--- config.mk ---
export PLATFORM = sky130hd
export DESIGN_NAME = cmpc_fsm
export DESIGN_NICKNAME = d
export VERILOG_FILES = /design/src/hw/rtl/cmpc_pkg.sv /design/src/hw/rtl/cmpc_fsm.sv
export SDC_FILE = /design/constraint.sdc
export NUM_CORES = 1
export LEC_CHECK = 0
export ABC_AREA = 0
export BUFFER_PORTS_ARGS = -buffer_cell sky130_fd_sc_hd__buf_2
export CORE_MARGIN = 2
export CORE_UTILIZATION = 50
export DETAILED_ROUTE_END_ITERATION = 6
export PLACE_DENSITY = 0.81
export SYNTH_ARGS = -nofsm -noshare
export SYNTH_HDL_FRONTEND = slang
export SYNTH_SLANG_ARGS = --single-unit
--- constraint.sdc ---
create_clock -name clock -period 5.4 [get_ports clock]
set_input_delay 1.35 -clock clock [delete_from_list [all_inputs] [get_ports clock]]
set_output_delay 1.35 -clock clock [all_outputs]
set_load 0.005 [all_outputs]
--- src/hw/rtl/cmpc_pkg.sv ---
`default_nettype none
package cmpc_pkg;

   localparam int MEM_WORDS   = 16384;
   localparam int ADDR_W      = $clog2(MEM_WORDS);
   localparam int WORD_W      = 36;
   localparam int PORT_W      = 2;
   localparam int NUM_PORTS   = 4;
   localparam int LOW_ADDR_W  = 14;
   localparam int SEL_W       = 4;
   localparam int FULL_ADDR_W = SEL_W + LOW_ADDR_W;

   // Bus port indexes used by the connect priority
   localparam logic [PORT_W-1:0] PRIMARY_PORT   = 2'd0;
   localparam logic [PORT_W-1:0] SECONDARY_PORT = 2'd1;
   localparam logic [PORT_W-1:0] SHARED_LO_PORT = 2'd2;
   localparam logic [PORT_W-1:0] SHARED_HI_PORT = 2'd3;

   typedef struct packed {
      logic [PORT_W-1:0]     bus_port;
      logic [NUM_PORTS-1:0]  cycle_requests;
      logic                  read_request;
      logic                  write_request;
      logic [LOW_ADDR_W-1:0] word_address;
      logic [SEL_W-1:0]      module_select;
      logic                  write_restart;
      logic [WORD_W-1:0]     write_data;
   } req_type;

   typedef struct packed {
      logic              no_response;
      logic              address_ack;
      logic              read_restart;
      logic [WORD_W-1:0] read_data;
      logic              data_taken;
   } rsp_type;

   typedef enum logic [1:0] {
      ST_CLEAR,
      ST_IDLE,
      ST_EXEC
   } state_type;

   typedef struct packed {
      logic              clearing;
      logic              accept;
      logic              commit;
      logic [ADDR_W-1:0] clear_addr;
   } seq_ctl_type;

   typedef struct packed {
      logic              wr_en;
      logic [ADDR_W-1:0] wr_addr;
      logic [WORD_W-1:0] wr_data;
      logic              rd_en;
      logic [ADDR_W-1:0] rd_addr;
   } mem_req_type;

endpackage
`default_nettype wire

--- src/hw/rtl/cmpc_fsm.sv ---
`default_nettype none
module cmpc_fsm (
   input  wire logic                 clock,
   input  wire logic                 reset,
   input  wire logic                 req_valid,
   output      logic                 req_stall,
   input  wire logic                 out_free,
   output      cmpc_pkg::seq_ctl_type ctl
);
   import cmpc_pkg::*;

   state_type         state_ff, state_in;
   logic [ADDR_W-1:0] clear_cnt_ff, clear_cnt_in;
   logic              clear_last;

   assign clear_last = (clear_cnt_ff == {ADDR_W{1'b1}});

   always_comb begin
      state_in = state_ff;
      case (state_ff)
         ST_CLEAR: if (clear_last) state_in = ST_IDLE;
         ST_IDLE:  if (req_valid) state_in = ST_EXEC;
         ST_EXEC:  if (out_free) state_in = ST_IDLE;
         default:  state_in = ST_CLEAR;
      endcase
   end

   always_comb begin
      ctl.clearing   = 1'b0;
      ctl.accept     = 1'b0;
      ctl.commit     = 1'b0;
      ctl.clear_addr = clear_cnt_ff;
      req_stall      = 1'b1;
      case (state_ff)
         ST_CLEAR: ctl.clearing = 1'b1;
         ST_IDLE: begin
            req_stall  = 1'b0;
            ctl.accept = req_valid;
         end
         ST_EXEC:  ctl.commit = out_free;
         default:  ctl.clearing = 1'b0;
      endcase
   end

   assign clear_cnt_in = ctl.clearing ? clear_cnt_ff + 1'b1 : clear_cnt_ff;

   always_ff @(posedge clock) begin
      if (reset) begin
         state_ff     <= ST_CLEAR;
         clear_cnt_ff <= '0;
      end else begin
         state_ff     <= state_in;
         clear_cnt_ff <= clear_cnt_in;
      end
   end

   a_no_accept_while_clearing: assert property (@(posedge clock) disable iff (reset)
      ctl.clearing |-> !ctl.accept)
      else $error("transaction accepted during clearing pass");

   a_accept_then_exec: assert property (@(posedge clock) disable iff (reset)
      ctl.accept |=> (state_ff == ST_EXEC) && req_stall)
      else $error("accepted transaction did not enter execution");

   a_stall_unless_idle: assert property (@(posedge clock) disable iff (reset)
      (state_ff != ST_IDLE) |-> req_stall)
      else $error("input open outside idle");

endmodule
`default_nettype wire

Word-level counts from Yosys, hierarchy flattened
Index checks and enable logic that the tools add are counted.
W data, S select, Z words.
- flip-flop bits (word level): 16
- input bits: 4
- output and inout port bits: 18
- logic and storage cells: 19
- add/subtract/negate cells: 1
- eq/ne operators: 6
- mux-type cells: 8
- reductions and logical operators: 2
- operators with widths (operator ; number):
    $add A14 B1 Y14 const B ; 1
    $eq A14 B14 Y1 const B ; 1
    $mux W2 ; 3
    $ne A2 B2 Y1 const B ; 3
    $pmux W2 S3 ; 1
    $mux W1 ; 4
    $reduce_and A3 Y1 ; 1
    $eq A2 B1 Y1 const B ; 1
    $eq A2 B2 Y1 const B ; 1
    $logic_not A2 Y1 ; 1

Longest topological paths before layout
- depth after elaboration: 3
- gate-level depth with buffers: 5
- mapped depth without buffers: 4

Worst setup path after synthesis
OpenSTA, ideal clock, no wires.
- kind: input -> output
- start: input port out_free
- end: output port ctl[14] (netlist bit)
- arrival time: 1517 ps
- data required time: 4050 ps
- setup slack: 2533 ps
- cell stages on the path: 1
- buffers on the path: 0
- path through: and3_1
- longest elaborated chain between the ends: 1
- RTL lines (item ; RTL line ; source):
    start: declaration ; cmpc_fsm.sv:7 ; input wire logic out_free,
    $mux W1 ; cmpc_fsm.sv:34 ; case (state_ff)
    end: declaration ; cmpc_fsm.sv:8 ; output cmpc_pkg::seq_ctl_type ctl
No other way between the ends.

==> summary.md <==
| Metric | Value |
|---|---|
| Top_reg_cell synth | `dfxtp_1` |
| DR vias | `732` |
| Worst Skew | `0.00372 ns` |
| Critical path data arrival time | `1.76 ns` |
| Die height | `43.6 um` |
| EDFF count, synth | `0` |
| Status | `completed` |
| Count leader, synth | `dfxtp_1` |
| GRT Resource Usage Total | `18.7%` |
| Layout Utilization | `62.1%` |
| Maximum buffer depth of the clock tree | `2` |
| ANT cells | `0` |
| CTS Root Cell | `clkbuf_4` |
| Initial antenna violation count | `0` |
| Power Density | `232 nW/um^2` |
| Reg power frac | `56.9%` |
| Max-slew headroom | `73.1%` |
| Logic gate share of total power | `6.1%` |
| Hpwl dp | `1170 um` |
| Mapped cell area | `783 um^2` |
| RSZ-0062 raised after global routing | `false` |
| Syn_nets | `98` |
| Pre-CTS WS | `2.31 ns` |
| Hold Path Class | `flop to flop` |
| GR Overflow Total | `0` |
| Sw frac | `22.5%` |
| Routed WL | `1570 um` |
| Top Ports | `22` |
| VDD IR max | `151 uV` |
| DIE AREA | `1900 um^2` |
| Fmax | `0.322 GHz` |
| Share of the synthesized area in the top cell type | `40.9%` |
| Core area | `1490 um^2` |
| Placement row count | `14` |
| Port Buffers | `21` |
| Yosys warning count | `0` |
| Pre-Repair DR Iteration Count | `4` |
| Fin. max-slew vios | `0` |
| GP Congestion | `0.707` |
| Top post-synthesis cells by count | `16 x dfxtp_1, 9 x a21oi_1, 9 x nor2_1` |
| Drc violations | `0` |
| Leakage | `0.000370 uW` |
| Clk sinks | `16` |
| Clock latency on the worst-skew pair | `0.28 ns` |
| Cell variety after synth | `25` |
| Max_cap viols | `0` |
| Int Pwr | `166 uW` |
| Startpoint Class | `input port` |
| Setup_tns | `0 ns` |
| Crit Path Class | `input port to output pin` |
| PostCTS Resize Cnt | `0` |
| Asr flop ratio synth | `0%` |
| Initial drt markers | `14` |
| H-tree depth | `1` |
| Ranking of synthesized cells by area | `dfxtp_1 41%, mux2_2 7.2%, a21oi_1 5.8%` |
| # nets final | `119` |
| First-pass GRT wire length | `2670 um` |
| Worst-Margin Slew | `0.402 ns` |
| #FFs+latches synth | `16` |
| Vias/cell | `5.67` |
| TritonCTS clock tree | `yes` |
| WP data required | `4.05 ns` |
| Worst Setup End Kind | `output pin` |
| Layout area overhead | `18.1%` |
| Setup bufs post-CTS | `0` |
| Largest net degree at the start of global routing | `22` |
| CP Max Fanout | `2` |
| Post-synth top area cell | `dfxtp_1` |
| WL/cell | `12.2 um` |
| Reported net switching power | `48.2 uW` |
| Clock-pin slew on the worst setup and hold paths | `0.10 ns` |
| Final antenna-violating net count | `0` |
| Register area share after synthesis | `40.9%` |
| Hold buffers post-CTS | `0` |
| Hold Vio Cnt, Final | `0` |
| Total CTS buffers | `3` |
| Tmin final | `3.11 ns` |
| Initial Utilization | `52.6%` |
| Number of global-route vias before repair | `626` |
| Setup-failing EPs final | `0` |
| Clock Power Share | `37.0%` |
| Post-Syn Instances | `93` |
| Fin crit share | `57.5%` |
| PnR worst setup slack | `2.29 ns` |
| Layout cells sized above 1 | `27.4%` |
| Avg Cell Area, Syn | `8.42 um^2` |
| Chip width | `43.6 um` |
-- state kept, by name, indices dropped and copies added (netlist names) --
| signal | count |
|---|---|
| clear_cnt_ff | 14 |
| state_ff | 2 |
-- power groups by stage --
stage	clock [uW]	combinational (uW)	sequential, uW
3_3_place_gp	0	12.7	125
3_5_place_dp	0	13.2	125
5_1_grt	86.4	15.2	123
6_report	79.4	13.1	122
2_1_floorplan	0	8.52	125
4_1_cts	80.5	13.2	122
-- final cells by class --
type                    count  area, um^2
well taps                  16        20.0
multi-input cells          67         424
clock buffers               4        36.3
fillers                   140         564
inverters                   5        18.8
repair buffers             21         105
flip-flops and latches     16         320
-- cell families after synthesis --
group	synth area share, %
AO/OA/AOI/OAI	13.4
XOR/XNOR	2.24
adder cells (fa/ha/maj)	1.60
buffers and inverters	4.95
flip-flops	40.9
multiplexers	7.19
AND/OR/NAND/NOR	29.7
-- path summary, 6_finish.rpt --
path | cells after the start | slack [ns] | start | to
hold reg to reg | 2 | 0.51 | clear_cnt_ff[7] | clear_cnt_ff[7]
hold / removal | 2 | 0.51 | clear_cnt_ff[7] | clear_cnt_ff[7]
setup / recovery | 4 | 2.29 | req_valid | ctl[15]
setup reg to reg | 4 | 3.49 | clear_cnt_ff[0] | clear_cnt_ff[12]
-- placed cells by master, fill, tap and decap left out, drive strengths merged, types with 2 or more instances in the layout --
master	instances
clkbuf	4
nand3	4
o21ai	4
xnor2	2
or4	4
inv	5
nand4	2
o31ai	3
buf	21
nor4	5
nor2b	5
nor2	9
dfxtp	16
nand2	4
or3	3
a21oi	9
mux2	5
-- per-stage QoR --
step | hold WS [ns] | instances | total power (uW) | area [um^2]
CTS | 0.515 | 129 | 216 | 925
detailed placement | 0.503 | 125 | 138 | 888
global placement | 0.492 | 125 | 137 | 888
global route | 0.540 | 129 | 224 | 925
finish | 0.514 | 129 | 214 | 925
floorplan | 0.493 | 93 | 133 | 783
-- worst max-delay path, stage by stage --
cell    delay (ns)
buf_2         0.09
inv_1         0.04
nor2_1        0.15
buf_2         0.14
-- layer usage --
layer	vias up	global-route usage, %	share of wire (%)	routed length, um
met5	-	0	0	0
met4	0	7.27	0.51	8
met3	2	5.00	3.8	59
met2	13	31.2	50	778
met1	341	22.8	46	725
li1	376	-	-	-
(Power assumes the default switching activity.)
